==> src/sv/assert_macros.svh <==
// Assertion macros shared by the vertex transform RTL.
// No dependencies; included by files that carry assertions.
`ifndef ASSERT_MACROS_SVH
`define ASSERT_MACROS_SVH
// Implication checked on every rising clock edge outside reset.
`define VTP_ASSERT_IMP(label, clk, rst_n, ante, cons, msg) \
    label: assert property (@(posedge clk) disable iff (!rst_n) (ante) |-> (cons)) \
        else $error(msg);
// Next-cycle implication.
`define VTP_ASSERT_NEXT(label, clk, rst_n, ante, cons, msg) \
    label: assert property (@(posedge clk) disable iff (!rst_n) (ante) |=> (cons)) \
        else $error(msg);
`endif

==> src/sv/vtp_row.sv <==
// One matrix row applied with the pairwise-product trick, two register stages.
// No dependencies; nothing from vtp_pkg is used.
module vtp_row #(
    parameter int FRAC_BITS = 12
) (
    input  logic               clk,
    input  logic [63:0]        row,
    input  logic signed [15:0] x,
    input  logic signed [15:0] y,
    input  logic signed [15:0] z,
    output logic signed [15:0] d
);
    logic signed [15:0] a, b, c, t;
    logic signed [34:0] p1_reg, p1_next;
    logic signed [31:0] p2_reg, p3_reg, ab_reg;
    logic signed [15:0] t_reg;
    logic signed [35:0] psum;
    logic signed [35:0] dsum;

    assign a = row[15:0];
    assign b = row[31:16];
    assign c = row[47:32];
    assign t = row[63:48];

    always_comb
    begin
        p1_next = 35'(($signed({a[15], a}) + $signed({y[15], y}))
                    * ($signed({b[15], b}) + $signed({x[15], x})));
    end

    always_ff @(posedge clk)
    begin
        p1_reg <= p1_next;
        p2_reg <= c * z;
        p3_reg <= x * y;
        ab_reg <= a * b;
        t_reg  <= t;
    end

    always_comb
    begin
        psum = 36'(p1_reg) + 36'(p2_reg) - 36'(p3_reg);
        dsum = (psum >>> FRAC_BITS) + 36'(t_reg) - (36'(ab_reg) >>> FRAC_BITS);
    end

    always_ff @(posedge clk)
    begin
        d <= dsum[15:0];
    end
endmodule

==> config.mk <==
export PLATFORM = sky130hd
export DESIGN_NAME = vtp_row
export DESIGN_NICKNAME = d
export VERILOG_FILES = /design/src/sv/assert_macros.svh /design/src/sv/vtp_row.sv
export SDC_FILE = /design/constraint.sdc
export NUM_CORES = 2
export LEC_CHECK = 0
export BUFFER_PORTS_ARGS = -buffer_cell sky130_fd_sc_hd__clkbuf_2
export CAP_MARGIN = 20
export CORE_ASPECT_RATIO = 1.2
export CORE_UTILIZATION = 40
export DETAILED_ROUTE_END_ITERATION = 6
export MAX_ROUTING_LAYER = met4
export PLACE_DENSITY = 0.53
export SYNTH_ARGS = -nofsm -noshare
export SYNTH_HDL_FRONTEND = slang
export SYNTH_SLANG_ARGS = --single-unit
export TNS_END_PERCENT = 50
==> constraint.sdc <==
create_clock -name clk -period 11.8 [get_ports clk]
set_clock_uncertainty 0.15 [all_clocks]
set_input_delay 1.18 -clock clk [delete_from_list [all_inputs] [get_ports clk]]
set_output_delay 1.18 -clock clk [all_outputs]
set_load 0.01 [all_outputs]
==> metrics.csv <==
metric;value;unit
critPathTopFamily;adder cells;
synth_common_cells;inv_1, fa_1, nand2_1;
crit_start;y[0];
critical_path_cell_count;30;
crit_arrival;9.88;ns
cp_data_required_time;12.02;ns
wl;110.4;mm
start_util;40.44;%
area_delta_synth_final;6.683;%
synth_area_leaders;fa_1, ha_1, inv_1;
crit_path_frequent_cell;fa_1;
synth_edf_count;0;
reg2reg_to;d[15]$_DFF_P_;
rsz0062_at_grt;false;
reg2reg_depth;26;
via_per_inst;4.824;
nets;6104;
clkTransAtPathRegs;0.07;ns
min_period;9.665;ns
status;complete, no violations;
endpoint;p1_reg[27]$_DFF_P_;
cts_max_level;4;
num_rows;129;
hp-start;t_reg[0]$_DFF_P_;
slowest_delay;0.76;ns
hp-class;flop to flop;
setup_viol;0;
ys_ff_latch;132;
yosys.area.top_type;fa_1;
multi_input_area;34300;um^2
critPathMaxFanout;17;
cts.sinks;132;
fmax;103.5;MHz
cts_buffers;17;
cts_setup_buffers;0;
grt_max_degree;19;
die-area;105700;um^2
cp-end-kind;flop;
dp_worst_setup_slack;1.630;ns
synth_compound_area_share;4.607;%
synthAdderAreaFrac;58.00;%
routabilityCongestion;0.8882;
syn_area_per_cell;9.116;um^2
drt_iter0_markers;1328;
cpMaxStageDelayCell;o22ai_1;
clk_latency;0.48;ns
relSlewSlack;24.05;%
tightest_slew;1.134;ns
fillerInstances;10379;
period_share;81.91;%
syn_area;41770;um^2
grt_pass1_vias;32344;
cts_resized;0;
syn_nets;6048;
worst-setup-path-type;input port to flop;
netlist.area_leader.share;46.58;%
reg2reg_from;p1_reg[1]$_DFF_P_;
synth.distinct_cells;67;
vias;29067;
core;103300;um^2
syn_inst;4582;
synth-simple-area-share;14.55;%
synth_flop_cell;dfxtp_1;
track_usage;22.83;%
cts_root_buffer;clkbuf_16;
hold_violations;0;
hpwl;92.09;mm
synth_warnings;0;
r2r_setup_slack;4.39;ns
synthArstFlopShare;0;%
maxSlewViolCount;0;
synth.most_common_cell;inv_1;
ios;129;
worst-path-buf-inv;6;
grt-ovfl-total;0;
max_cap_viol_count;0;
regArea;2643;um^2
die_h;356.0;um
fin_ws;2.135;ns
synth_top_family_by_area;adder cells;
cts_tree;yes;
grt_pass1_wl;180.6;mm
synth-xor-area-share;4.700;%
synth-seq-area-share;6.326;%
die_x;297.0;um
yosys-mux-area-fraction;0.02696;%
wire_per_inst;18.32;um
worstSetupStartpointType;input port;
clockBufferDepth;2;
portBuffers;128;
final_util;43.14;%
ant_nets;0;
holdBufCountCts;0;
post_route_cells_drive_above_1_share;4.817;%
drc;0;
dr.pass1.iters;5;
tns;0;ns
antenna_found_initial;3;
==> logic make-up after synthesis <==
logic type | after synthesis
multiplexers | 1
AO/OA/AOI/OAI | 284
AND/OR/NAND/NOR | 1279
flip-flops | 132
adder cells (fa/ha/maj) | 1353
XOR/XNOR | 221
buffers and inverters | 1312
==> per-stage QoR <==
| step | instances | cell area, um^2 | hold WS (ns) |
|---|---|---|---|
| 2_1_floorplan | 4582 | 41770 | 0.2824 |
| 3_3_place_gp | 5994 | 44020 | 0.3013 |
| 3_5_place_dp | 5994 | 44020 | 0.3107 |
| 4_1_cts | 6025 | 44560 | 0.3314 |
| 5_1_grt | 6025 | 44560 | 0.3413 |
| 6_report | 6026 | 44560 | 0.3201 |
==> worst min-delay path by stage <==
stage	endpoint	depth (start not counted)
floorplan	d[0]$_DFF_P_	1
global placement	d[0]$_DFF_P_	1
detailed placement	d[0]$_DFF_P_	1
CTS	d[0]$_DFF_P_	1
global route	d[0]$_DFF_P_	1
finish	d[0]$_DFF_P_	1
==> cell type report <==
type,instances,area share [%]
timing repair buffer,165,2.061
inverter,1184,9.973
antenna,1,0.005615
multi-input combinational,3138,76.96
tap,1375,3.861
clock inverter,13,0.2218
sequential,132,5.930
clock buffer,18,0.9855
==> cells in the final DEF (no fill, tap or decap), drive strengths merged, types with 4 or more instances in the layout <==
master | synthesis | layout
o21a | 33 | 33
ha | 381 | 381
a211oi | 6 | 6
xnor2 | 174 | 174
a21oi | 80 | 80
dfxtp | 132 | 132
a21o | 38 | 38
nor3 | 25 | 25
o21ai | 43 | 43
clkinv | 0 | 5
nand4 | 4 | 4
clkbuf | 127 | 146
o211ai | 5 | 5
o21bai | 14 | 14
o31ai | 4 | 4
nand3 | 23 | 23
nand2b | 45 | 45
and2 | 361 | 361
a31oi | 8 | 8
or2 | 4 | 4
xor2 | 45 | 45
and3 | 11 | 11
or3 | 5 | 5
inv | 1184 | 1189
a21boi | 8 | 8
fa | 972 | 972
o41ai | 5 | 5
nor2 | 152 | 152
buf | 1 | 37
nor2b | 25 | 25
nand2 | 610 | 610
==> metal layers <==
layer	vias up	routed length, um	track usage [%]
met2	561	56970	40.32
li1	13464	-	-
met4	0	3312	6.660
met5	-	0	-
met3	155	3728	2.000
met1	14887	46360	27.75
==> worst reg2reg max path, delay by kind of cell, from the launching register on <==
kind	cells	cell delay (ns)
compound gates	15	4.01
xor+xnor	2	0.34
fa+ha+maj	4	1.66
buf+inv	3	0.15
simple gates	2	0.65
flops	1	0.31
Power is not shown: default switching activity piles up to over one toggle a cycle in this logic, so the estimate is an artifact.
