[src/sv/assert_macros.svh]
// Assertion macros shared by the vertex transform RTL.
// No dependencies; included by files that carry assertions.
`ifndef ASSERT_MACROS_SVH
`define ASSERT_MACROS_SVH
// Implication checked on every rising clock edge outside reset.
`define VTP_ASSERT_IMP(label, clk, rst_n, ante, cons, msg) \
    label: assert property (@(posedge clk) disable iff (!rst_n) (ante) |-> (cons)) \
        else $error(msg);
// Next-cycle implication.
`define VTP_ASSERT_NEXT(label, clk, rst_n, ante, cons, msg) \
    label: assert property (@(posedge clk) disable iff (!rst_n) (ante) |=> (cons)) \
        else $error(msg);
`endif

[src/sv/vtp_pkg.sv]
// Package for the vertex transform: shared types and constants.
// No dependencies.
package vtp_pkg;
    localparam int PROJ_SHIFT = 8;
    localparam int NUM_W = 16 + PROJ_SHIFT;   // numerator width
    localparam int CFG_IDX_W = 3;
    localparam int CFG_DATA_W = 64;
    localparam logic signed [15:0] CENTER_RESET = 16'sd88;
    localparam logic signed [15:0] Q_MAX = 16'sh7FFF;
    localparam logic signed [15:0] Q_MIN = -16'sh8000;

    typedef enum logic [CFG_IDX_W-1:0] {
        REG_ROW_X    = 3'd0,
        REG_ROW_Y    = 3'd1,
        REG_ROW_Z    = 3'd2,
        REG_CENTER_X = 3'd3,
        REG_CENTER_Y = 3'd4
    } cfg_idx_t;

    // One division lane as it moves down the chain of cells.
    typedef struct packed {
        logic                    neg;    // quotient sign
        logic [NUM_W-1:0]        rem;    // partial remainder (magnitude)
        logic [NUM_W-1:0]        quo;    // numerator bits shifted out / quotient bits
    } div_lane_t;

    // Side data carried alongside the divider.
    typedef struct packed {
        logic               valid;
        logic               last;
        logic               zero;        // depth was zero
        logic               neg_x;       // numerator signs for zero depth
        logic               neg_y;
        logic signed [15:0] depth;
        logic [15:0]        dmag;        // |depth|
    } div_ctl_t;
endpackage

[src/sv/vtp_div_cell.sv]
// One restoring-division cell: retires one quotient bit per lane per cycle.
// Depends on vtp_pkg.
module vtp_div_cell (
    input  logic                  clk,
    input  logic                  rst_n,
    input  vtp_pkg::div_ctl_t     ctl_in,
    input  vtp_pkg::div_lane_t    lx_in,
    input  vtp_pkg::div_lane_t    ly_in,
    input  logic signed [15:0]    cx_in,
    input  logic signed [15:0]    cy_in,
    output vtp_pkg::div_ctl_t     ctl_out,
    output vtp_pkg::div_lane_t    lx_out,
    output vtp_pkg::div_lane_t    ly_out,
    output logic signed [15:0]    cx_out,
    output logic signed [15:0]    cy_out
);
    function automatic vtp_pkg::div_lane_t step(vtp_pkg::div_lane_t l, logic [15:0] dm);
        logic [vtp_pkg::NUM_W:0] trial;
        vtp_pkg::div_lane_t      r;
        trial = {l.rem, l.quo[vtp_pkg::NUM_W-1]} - {{(vtp_pkg::NUM_W-15){1'b0}}, dm};
        r.neg = l.neg;
        if (!trial[vtp_pkg::NUM_W])
        begin
            r.rem = trial[vtp_pkg::NUM_W-1:0];
            r.quo = {l.quo[vtp_pkg::NUM_W-2:0], 1'b1};
        end
        else
        begin
            r.rem = {l.rem[vtp_pkg::NUM_W-2:0], l.quo[vtp_pkg::NUM_W-1]};
            r.quo = {l.quo[vtp_pkg::NUM_W-2:0], 1'b0};
        end
        return r;
    endfunction

    always_ff @(posedge clk or negedge rst_n)
    begin
        if (!rst_n)
            ctl_out <= '0;
        else
            ctl_out <= ctl_in;
    end

    always_ff @(posedge clk)
    begin
        lx_out        <= step(lx_in, ctl_in.dmag);
        ly_out        <= step(ly_in, ctl_in.dmag);
        cx_out        <= cx_in;
        cy_out        <= cy_in;
    end
endmodule
[config.mk]
export PLATFORM = sky130hd
export DESIGN_NAME = vtp_div_cell
export DESIGN_NICKNAME = d
export VERILOG_FILES = /design/src/sv/assert_macros.svh /design/src/sv/vtp_pkg.sv /design/src/sv/vtp_div_cell.sv
export SDC_FILE = /design/constraint.sdc
export NUM_CORES = 1
export LEC_CHECK = 0
export ABC_AREA = 0
export BUFFER_PORTS_ARGS = -buffer_cell sky130_fd_sc_hd__buf_2
export CAP_MARGIN = 10
export CORE_MARGIN = 8
export CORE_UTILIZATION = 40
export CTS_BUF_LIST = sky130_fd_sc_hd__clkbuf_8 sky130_fd_sc_hd__clkbuf_16
export DETAILED_ROUTE_END_ITERATION = 10
export GPL_TIMING_DRIVEN = 0
export PLACE_DENSITY = 0.75
export SYNTH_ARGS = -nofsm -noshare
export SYNTH_HDL_FRONTEND = slang
export SYNTH_SLANG_ARGS = --single-unit
[constraint.sdc]
create_clock -name clk -period 0.8 [get_ports clk]
set_input_delay 0.04 -clock clk [delete_from_list [all_inputs] [get_ports clk]]
set_output_delay 0.04 -clock clk [all_outputs]
set_load 0.05 [all_outputs]
==> flow_summary.yaml, run 1 <==
final_layout:
  fill_cells: 438
  fin_area_um2: 13400
  stdcell_count: 1313
  synthToLayoutAreaGrowth_pct: 123
  seq_area_um2: 3690
  nets: 1306
  drive_gt1_share_pct: 61.7
  multi_input_area_um2: 3000
die:
  ios: 336
  die_h_um: 139
  die-area_um2: 19200
  num_rows: 44
  dieWidth_um: 139
  core_um2: 14600
  start_util_pct: 41.2
power_and_ir_drop:
  p_int_mw: 17.6
  power_switching_share_pct: 36.7
  switchingPower_mw: 10.2
  clkPwrFrac_pct: 32.2
  p_comb_share_pct: 33.2
  power.density_nw_per_um2: 2080
  max-vdd-ir-drop_uv: 1800
  leakage_nw: 6.10
  p_seq_share_pct: 34.6
setup_path:
  worstSetupPathDepth: 10
  start_kind: "input pin"
  crit_chain: "buf_2 -> inv_1 -> ha_1 -> o21ai_0 -> a21oi_1 -> a21oi_1 -> nand3_1 -> a21oi_1 -> xor2_1 -> o21ai_2"
  crit_buf_inv: 2
  slowest_stage: "a21oi_1"
  timing_worst_setup_path_type: "in2reg"
  required_ps: 1130
  arrival_ps: 3030
  path_common_cell: "a21oi_1"
  end_kind: "flip-flop"
  crit_family: "compound AO/OA/AOI/OAI gates"
  slowest_delay_ps: 530
  cp_max_fo: 5
placed_design:
  dpl_cell_area_um2: 8110
  dp.cells: 1032
  io_buffers: 334
  gp_congestion: 0.908
  hpwlAfterDp_mm: 16.6
  post-place-ws_ps: -2210
logic_synthesis:
  synth-compound-area-share_pct: 12.5
  synth_seq_cells: 167
  synth_ff_type: "dfxtp_1"
  synth-edff-count: 0
  synth_common_cells: "dfxtp_1 (130), nand2_1 (40), dfrtp_1 (37), ha_1 (32), o21ai_0 (30)"
  ys_warn_count: 0
  seq_area_frac_synth_pct: 58.7
  synthMuxAreaShare_pct: 3.17
  async_flop_share_pct: 22.2
  synth_area_leaders: "dfxtp_1 (43%), dfrtp_1 (15%), ha_1 (6.7%)"
  yosysTopAreaCell: "dfxtp_1"
  syn_area_um2: 6010
  syn_inst: 514
  synth.most_common_cell: "dfxtp_1"
  synth_xor_area_share_pct: 6.14
  yosysUniqueCellTypes: 63
  synthAdderAreaFrac_pct: 7.33
  synth_top_family_by_area: "compound AO/OA/AOI/OAI gates"
  synthesis.nets: 717
  synth_top_cell_area_share_pct: 43.3
  synth.avg_cell_area_um2: 11.7
  synth-simple-area-share_pct: 9.37
clock_network:
  cts_tree: "built"
  cts.htree.levels: 4
  clk_pin_slew_ps: 80
  cts_buffers: 17
  ctsLongestPathBuffers: 2
  root_buffer: "clkbuf_16"
  cts_sinks: 167
sta:
  finalSetupViolations: 217
  layout_setup_ws_ps: -1900
  slew_headroom_pct: 30.1
  worst_pin_slew_ps: 1050
  hold_viol: 38
  max_freq_mhz: 371
  period_share_pct: 337
  holdWs_ps: -232
  finalMaxSlewViolations: 0
  min_period_ps: 2700
  grt_setup_unrepaired: "true"
global_routing:
  gr-total-overflow: 0
  grt_max_degree: 38
  gr-usage-all-layers_pct: 35.0
  grt_antenna_before_repair: 9
  grt_pass1_vias: 7634
  grt_pass1_wl_mm: 51.3
detailed_routing:
  drc: 0
  drtIter0Drc: 978
  drt_first_pass_iters: 8
  routed_via_density: 6.12
  vias: 8036
  wl_mm: 44.7
  ant_nets: 0
  wl_per_cell_um: 34.0
run:
  max-cap-violations: 0
hold_path:
  hp-class: "in2async"
status:
  violations: "hold timing, setup timing"
  outcome: "finished with violations"
-- how the worst max path moves through the flow --
stage,startpoint,to,slack (ps)
floorplan,lx_in[23],lx_out[32],-1670
detailed placement,lx_in[23],lx_out[37],-2210
CTS,lx_in[23],lx_out[27],-1330
finish,ctl_in[2],ly_out[33],-1900
global route,ctl_in[2],ly_out[33],-1880
global placement,lx_in[23],lx_out[34],-2200
-- sequential cells by signal (all words and copies together), names as in the netlist --
name     cells
ctl_out     37
cx_out      16
ly_out      49
lx_out      49
cy_out      16
-- layout by cell type, fill, tap and decap left out, types with 16 or more instances in the layout --
cell / instances
buf_6: 53
buf_2: 161
a21oi_1: 19
clkbuf_16: 19
xnor2_1: 18
buf_4: 51
xor2_1: 16
ha_1: 22
nand2_1: 27
dfxtp_2: 129
mux2_4: 16
dlygate4sd3_1: 167
buf_8: 134
nor2_1: 16
dfrtp_1: 37
-- power groups by stage --
stage          Clock [mW]  Combinational [mW]  Sequential (mW)
3_5_place_dp            0                5.50             9.29
3_3_place_gp            0                5.46             9.26
4_1_cts              8.35                7.79             9.48
6_report             8.98                9.26             9.63
2_1_floorplan           0                1.61             11.6
5_1_grt              9.29                9.38             9.65
-- metal layers --
| metal | global-route usage (%) | part of all wire [%] |
|---|---|---|
| met3 | 9.55 | 11 |
| met4 | 23.0 | 11 |
| met2 | 61.5 | 46 |
| met5 | 0 | 0.063 |
| met1 | 36.0 | 32 |
-- through the flow --
step	setup TNS, ps	util (%)	total power [mW]
after floorplan	-72500	-	13.2
after global placement	-95140	55.6	14.7
after detailed placement	-95400	55.6	14.8
after CTS	-88340	87.4	25.6
after global routing	-114000	91.8	28.3
final	-111600	91.8	27.9
-- kinds of logic after synthesis --
logic type	count (synthesis)
AOI/OAI and AO/OA	113
xor gates and xnor gates	40
adders and majority gates	34
buffers and inverters	35
DFF	167
muxes	17
and+or+nand+nor	108
-- area by class of cell --
class / instances / share of cell area, %
Antenna cell: 13 / 0.243
Sequential cell: 167 / 27.6
Inverter: 25 / 0.916
Clock buffer: 20 / 3.65
Clock inverter: 12 / 0.897
Multi-Input combinational cell: 313 / 22.4
Buffer: 7 / 0.626
Timing Repair Buffer: 572 / 42.0
Tap cell: 184 / 1.72
-- timing repair --
action / 4_1_cts / 5_1_grt
pin swaps: 34 / 35
buffers inserted: 49 / 24
endpoints found under the setup margin: 217 / 217
endpoints found under the hold margin: 202 / 43
hold buffers: 159 / 8
gates cloned: 5 / 0
gates resized for setup: 653 / 84
Power figures use the tool's default switching activity.
==> inputs of run 2 (changes only) <==
--- a/config.mk
+++ b/config.mk
@@ -9,11 +9,11 @@
 export BUFFER_PORTS_ARGS = -buffer_cell sky130_fd_sc_hd__buf_2
 export CAP_MARGIN = 10
 export CORE_MARGIN = 8
-export CORE_UTILIZATION = 40
+export CORE_UTILIZATION = 44
 export CTS_BUF_LIST = sky130_fd_sc_hd__clkbuf_8 sky130_fd_sc_hd__clkbuf_16
 export DETAILED_ROUTE_END_ITERATION = 10
 export GPL_TIMING_DRIVEN = 0
-export PLACE_DENSITY = 0.75
+export PLACE_DENSITY = 0.79
 export SYNTH_ARGS = -nofsm -noshare
 export SYNTH_HDL_FRONTEND = slang
 export SYNTH_SLANG_ARGS = --single-unit
==> constraint.sdc (replaced) <==
create_clock -name clk -period 3 [get_ports clk]
set_input_delay 0.15 -clock clk [delete_from_list [all_inputs] [get_ports clk]]
set_output_delay 0.15 -clock clk [all_outputs]
set_load 0.05 [all_outputs]
==> run 2 against run 1 <==
  * The flow now finishes without violations
  * Worst setup slack improved by 2000 ps
  * Power is 78% lower
  * Die area is 8.1% lower
  * Global-route usage is 7.3 points lower
  * Wire length decreased by 43%
  * Clock power decreased by 76%
  * Sequential share of layout area rose by 6.8 points
  * Sequential cell count is the same
  * Via count fell by 25%
  * Critical path type unchanged
  * Critical endpoint is now ly_out[24]
  * Largest cell class is now flip-flops and latches
  * Largest power group unchanged
==> flow_summary.yaml, run 2 (synthesis results as in run 1) <==
power_and_ir_drop:
  power_switching_share_pct: 34.1
  switchingPower_mw: 2.13
  p_comb_share_pct: 26.2
  p_seq_share_pct: 39.0
  clkPwrFrac_pct: 34.8
  leakage_nw: 4.95
  max-vdd-ir-drop_uv: 386
  power.density_nw_per_um2: 611
  p_int_mw: 4.13
final_layout:
  fin_area_um2: 10300
  nets: 1235
  drive_gt1_share_pct: 39.1
  fill_cells: 798
  layout_common_cells: "buf_2 (335), dlygate4sd3_1 (161), dfxtp_1 (130), nand2_1 (40), dfrtp_1 (37)"
  synthToLayoutAreaGrowth_pct: 70.7
  reg_top3: "lx_out (49), ly_out (49), ctl_out (37)"
  final_common_cell: "buf_2"
global_routing:
  gr-usage-all-layers_pct: 27.7
  gr-total-overflow: 0
  grt_antenna_before_repair: 3
  grt_pass1_vias: 6451
  grt_max_degree: 38
  grt_pass1_wl_mm: 38.0
clock_network:
  cts_tree: "built"
  ctsLongestPathBuffers: 2
  clk_pin_slew_ps: 70
  cts.htree.levels: 4
  cts_sinks: 167
  root_buffer: "clkbuf_16"
  cts_buffers: 17
detailed_routing:
  drc: 0
  ant_nets: 0
  vias: 6027
  wl_mm: 25.4
  wl_per_cell_um: 20.7
  routed_via_density: 4.92
  drt_first_pass_iters: 4
  drtIter0Drc: 319
setup_path:
  timing_worst_setup_path_type: "in2reg"
  path_common_cell: "buf_6"
  slowest_delay_ps: 540
  slowest_stage: "dlygate4sd3_1"
  crit_chain: "dlygate4sd3_1 -> buf_2 -> ha_4 -> and3_2 -> a221o_1 -> a221oi_4 -> a21oi_4 -> nor4_4 -> buf_6 -> xor2_4 -> buf_6 -> nand2_1 -> o21ai_0"
  arrival_ps: 3260
  cp_max_fo: 6
  start_kind: "input pin"
  required_ps: 3320
  end_kind: "flip-flop"
placed_design:
  gp_congestion: 0.914
  hpwlAfterDp_mm: 16.5
  io_buffers: 334
  dpl_cell_area_um2: 7900
hold_path:
  hold_path_end: "lx_out[44]"
  worstHoldStart: "lx_in[43]"
  hp-class: "in2reg"
  holdPathStages: 3
die:
  die_h_um: 133
  die-area_um2: 17600
  num_rows: 42
  start_util_pct: 45.2
  dieWidth_um: 133
  core_um2: 13300
  ios: 336
sta:
  min_period_ps: 2940
  finalSetupViolations: 0
  worst_pin_slew_ps: 871
  holdWs_ps: 16.6
  max_freq_mhz: 340
  slew_headroom_pct: 41.9
  period_share_pct: 98.1
  fin_tns_setup_ps: 0
  finalMaxSlewViolations: 0
  hold_viol: 0
run:
  max-cap-violations: 0
status:
  outcome: "finished, final reports clean"
## run 2: cell types whose count changed in the layout (fill, tap and decap cells not counted), sizes merged
cell,previous run,this run
buf,410,343
diode,13,4
dlygate4sd3,167,161
inv,32,35
clkinvlp,2,0
bufinv,0,1
clkbuf,22,21
clkinv,3,4
## run 2: layout make-up
cell class / count / area [um^2] / share of cell area (%)
Sequential cell: 167 / 3530 / 34.4
Timing Repair Buffer: 499 / 3320 / 32.3
Multi-Input combinational cell: 313 / 2440 / 23.8
Clock buffer: 17 / 425 / 4.15
Tap cell: 176 / 220 / 2.15
Clock inverter: 15 / 158 / 1.54
Inverter: 25 / 93.8 / 0.915
Buffer: 9 / 65.1 / 0.635
Antenna cell: 4 / 10.0 / 0.0976
## run 2: critical path, delay by kind of cell
family	cells	cell delay (ps)
fa+ha+maj	1	240
compound gates	4	930
simple gates	3	590
xor+xnor	1	310
buf+inv	4	1040
## run 2: repair_timing
item,CTS,global route
resized for setup,0,18
setup endpoints to repair,0,30
setup buffers,0,3
hold endpoints to repair,197,0
hold buffers,161,0
## run 2: per-layer routing
layer	wire [um]	global-route usage [%]	vias to the layer above
li1	-	-	2856
met1	9130	28.5	2833
met2	13600	51.1	292
met4	655	9.84	0
met5	0	0	-
met3	1980	9.20	46
## run 2: through the flow
stage | instances | util [%] | power [mW] | setup slack [ps]
after floorplan | 514 | - | 3.47 | 298
final | 1225 | 77.1 | 6.26 | 56.7
after global placement | 1024 | 59.4 | 3.87 | -280
after detailed placement | 1024 | 59.4 | 3.89 | -292
after global routing | 1224 | 77.1 | 6.49 | -21.3
after CTS | 1217 | 75.9 | 6.19 | 9.83
## run 2: worst max path at each step
stage | startpoint | end | slack, ps | depth (start not counted)
final | ly_in[31] | ly_out[24] | 60 | 13
after detailed placement | lx_in[23] | lx_out[37] | -290 | 14
after global placement | lx_in[23] | lx_out[35] | -280 | 14
after CTS | ly_in[33] | ly_out[25] | 10 | 10
after floorplan | lx_in[23] | lx_out[34] | 300 | 13
after global routing | ctl_in[3] | lx_out[32] | -20 | 12
## run 2: power by group through the flow
stage               Combinational [mW]  Sequential, mW  Clock [mW]
floorplan                        0.383            3.08           0
global placement                  1.40            2.47           0
detailed placement                1.41            2.48           0
CTS                               1.59            2.43        2.17
global route                      1.73            2.45        2.31
finish                            1.64            2.44        2.18
==> inputs of run 3 (changes only) <==
==> constraint.sdc (replaced) <==
create_clock -name clk -period 2.95 [get_ports clk]
set_input_delay 0.1475 -clock clk [delete_from_list [all_inputs] [get_ports clk]]
set_output_delay 0.1475 -clock clk [all_outputs]
set_load 0.05 [all_outputs]
==> run 3 against run 2 <==
  * The run now ends with setup timing left
  * Final cell count is 0.57% higher
  * Highest routed layer unchanged
  * Count of clock-buffer cells in the layout unchanged
  * Largest power group unchanged
  * Utilization is 0.15 points higher
  * Die area stayed put
  * Sequential share of layout area is 0.067 points lower
==> flow_summary.yaml, run 3 (synthesis results as in run 1) <==
power_and_ir_drop:
  max-vdd-ir-drop_uv: 375
  p_comb_share_pct: 26.3
  power.density_nw_per_um2: 619
  p_seq_share_pct: 39.0
  switchingPower_mw: 2.17
  leakage_nw: 4.97
  p_int_mw: 4.19
  clkPwrFrac_pct: 34.7
  finalPower_mw: 6.36
  power_switching_share_pct: 34.0
sta:
  period_share_pct: 100
  slew_headroom_pct: 43.6
  holdWs_ps: 33.5
  min_period_ps: 2960
  layout_setup_ws_ps: -5.93
  fin_tns_setup_ps: -9.32
  finalSetupViolations: 2
  hold_viol: 0
  worst_pin_slew_ps: 845
  finalMaxSlewViolations: 0
  max_freq_mhz: 338
detailed_routing:
  drtIter0Drc: 266
  drc: 0
  routed_via_density: 4.95
  wl_mm: 25.3
  ant_nets: 0
  vias: 6102
  drt_first_pass_iters: 5
  wl_per_cell_um: 20.5
hold_path:
  hp-class: "in2reg"
  worstHoldStart: "ly_in[41]"
die:
  start_util_pct: 45.2
  ios: 336
  dieWidth_um: 133
  die_h_um: 133
  num_rows: 42
  core_um2: 13300
  die-area_um2: 17600
status:
  violations: "setup timing"
  outcome: "finished with violations"
final_layout:
  fin_area_um2: 10300
  fill_cells: 787
  drive_gt1_share_pct: 39.1
  reg_top3: "lx_out (49), ly_out (49), ctl_out (37)"
  layout_common_cells: "buf_2 (335), dlygate4sd3_1 (163), dfxtp_1 (130), nand2_1 (40), dfrtp_1 (37)"
  final_util_pct: 77.3
  nets: 1240
  final_common_cell: "buf_2"
  synthToLayoutAreaGrowth_pct: 71.0
  stdcell_count: 1232
placed_design:
  dp.cells: 1024
  io_buffers: 334
  dpl_cell_area_um2: 7900
  hpwlAfterDp_mm: 16.5
  post-place-ws_ps: -339
  gp_congestion: 0.914
global_routing:
  grt_antenna_before_repair: 5
  grt_pass1_wl_mm: 37.4
  gr-usage-all-layers_pct: 27.4
  gr-total-overflow: 0
  grt_max_degree: 38
  grt_pass1_vias: 6471
clock_network:
  cts_buffers: 17
  cts.htree.levels: 4
  ctsLongestPathBuffers: 2
  cts_sinks: 167
  clk_pin_slew_ps: 70
  root_buffer: "clkbuf_16"
  cts_tree: "built"
setup_path:
  arrival_ps: 3280
  startpoint: "ly_in[23]"
  end_kind: "flip-flop"
  cp_max_fo: 10
  start_kind: "input pin"
  timing_worst_setup_path_type: "in2reg"
  required_ps: 3270
run:
  max-cap-violations: 0
run 3: cell count changes in the layout (fill, tap and decap cells not counted):
cell / previous run / this run
o21ai_0: 30 / 27
ha_4: 4 / 1
a41oi_2: 0 / 1
ha_2: 0 / 1
buf_4: 3 / 6
ha_1: 28 / 30
diode_2: 4 / 6
dlygate4sd3_1: 161 / 163
o21ai_1: 0 / 3
a41oi_1: 2 / 1
run 3: final timing paths:
| check | to | slack [ps] | depth (start not counted) |
|---|---|---|---|
| min in group asynchronous | ctl_out[18] | 370 | 2 |
| max in group asynchronous | ctl_out[29] | 2050 | 2 |
| min | ly_out[42] | 30 | 3 |
| max | ly_out[27] | -6 | 16 |
run 3: repair_timing:
action,CTS,global route
hold endpoints to repair,198,1
buffers inserted,0,6
hold buffers,162,1
resized for setup,0,19
setup endpoints to repair,0,30
run 3: final cells by class:
cell class | count | area [um^2] | area share, %
clock buffer | 17 | 425 | 4.14
inverter | 25 | 93.8 | 0.913
timing repair buffer | 504 | 3360 | 32.7
sequential | 167 | 3530 | 34.3
tap | 176 | 220 | 2.14
multi-input combinational | 313 | 2410 | 23.4
clock inverter | 15 | 158 | 1.53
antenna | 6 | 15.0 | 0.146
buffer | 9 | 65.1 | 0.633
run 3: worst max-delay path, stage by stage:
cell and delay, ps:
dlygate4sd3_1 560, buf_2 140, inv_1 50, ha_2 190
inv_2 50, fa_2 400, a211oi_4 310, nor2_2 90
nand3_2 140, a21oi_4 90, nor4_4 280, buf_6 160
xor2_4 300, buf_6 200, nand2_1 80, o31ai_1 80
run 3: power groups by stage:
stage | sequential (mW) | combinational (mW) | clock, mW
after floorplan | 3.14 | 0.390 | 0
after global placement | 2.51 | 1.42 | 0
after detailed placement | 2.52 | 1.43 | 0
after CTS | 2.47 | 1.61 | 2.21
after global routing | 2.49 | 1.76 | 2.34
final | 2.48 | 1.67 | 2.20
run 3: routing by layer:
| metal | track usage [%] | wire, um |
|---|---|---|
| met4 | 12.4 | 1070 |
| met2 | 48.4 | 12900 |
| met5 | 0 | 0 |
| met3 | 9.50 | 2090 |
| met1 | 28.6 | 9210 |
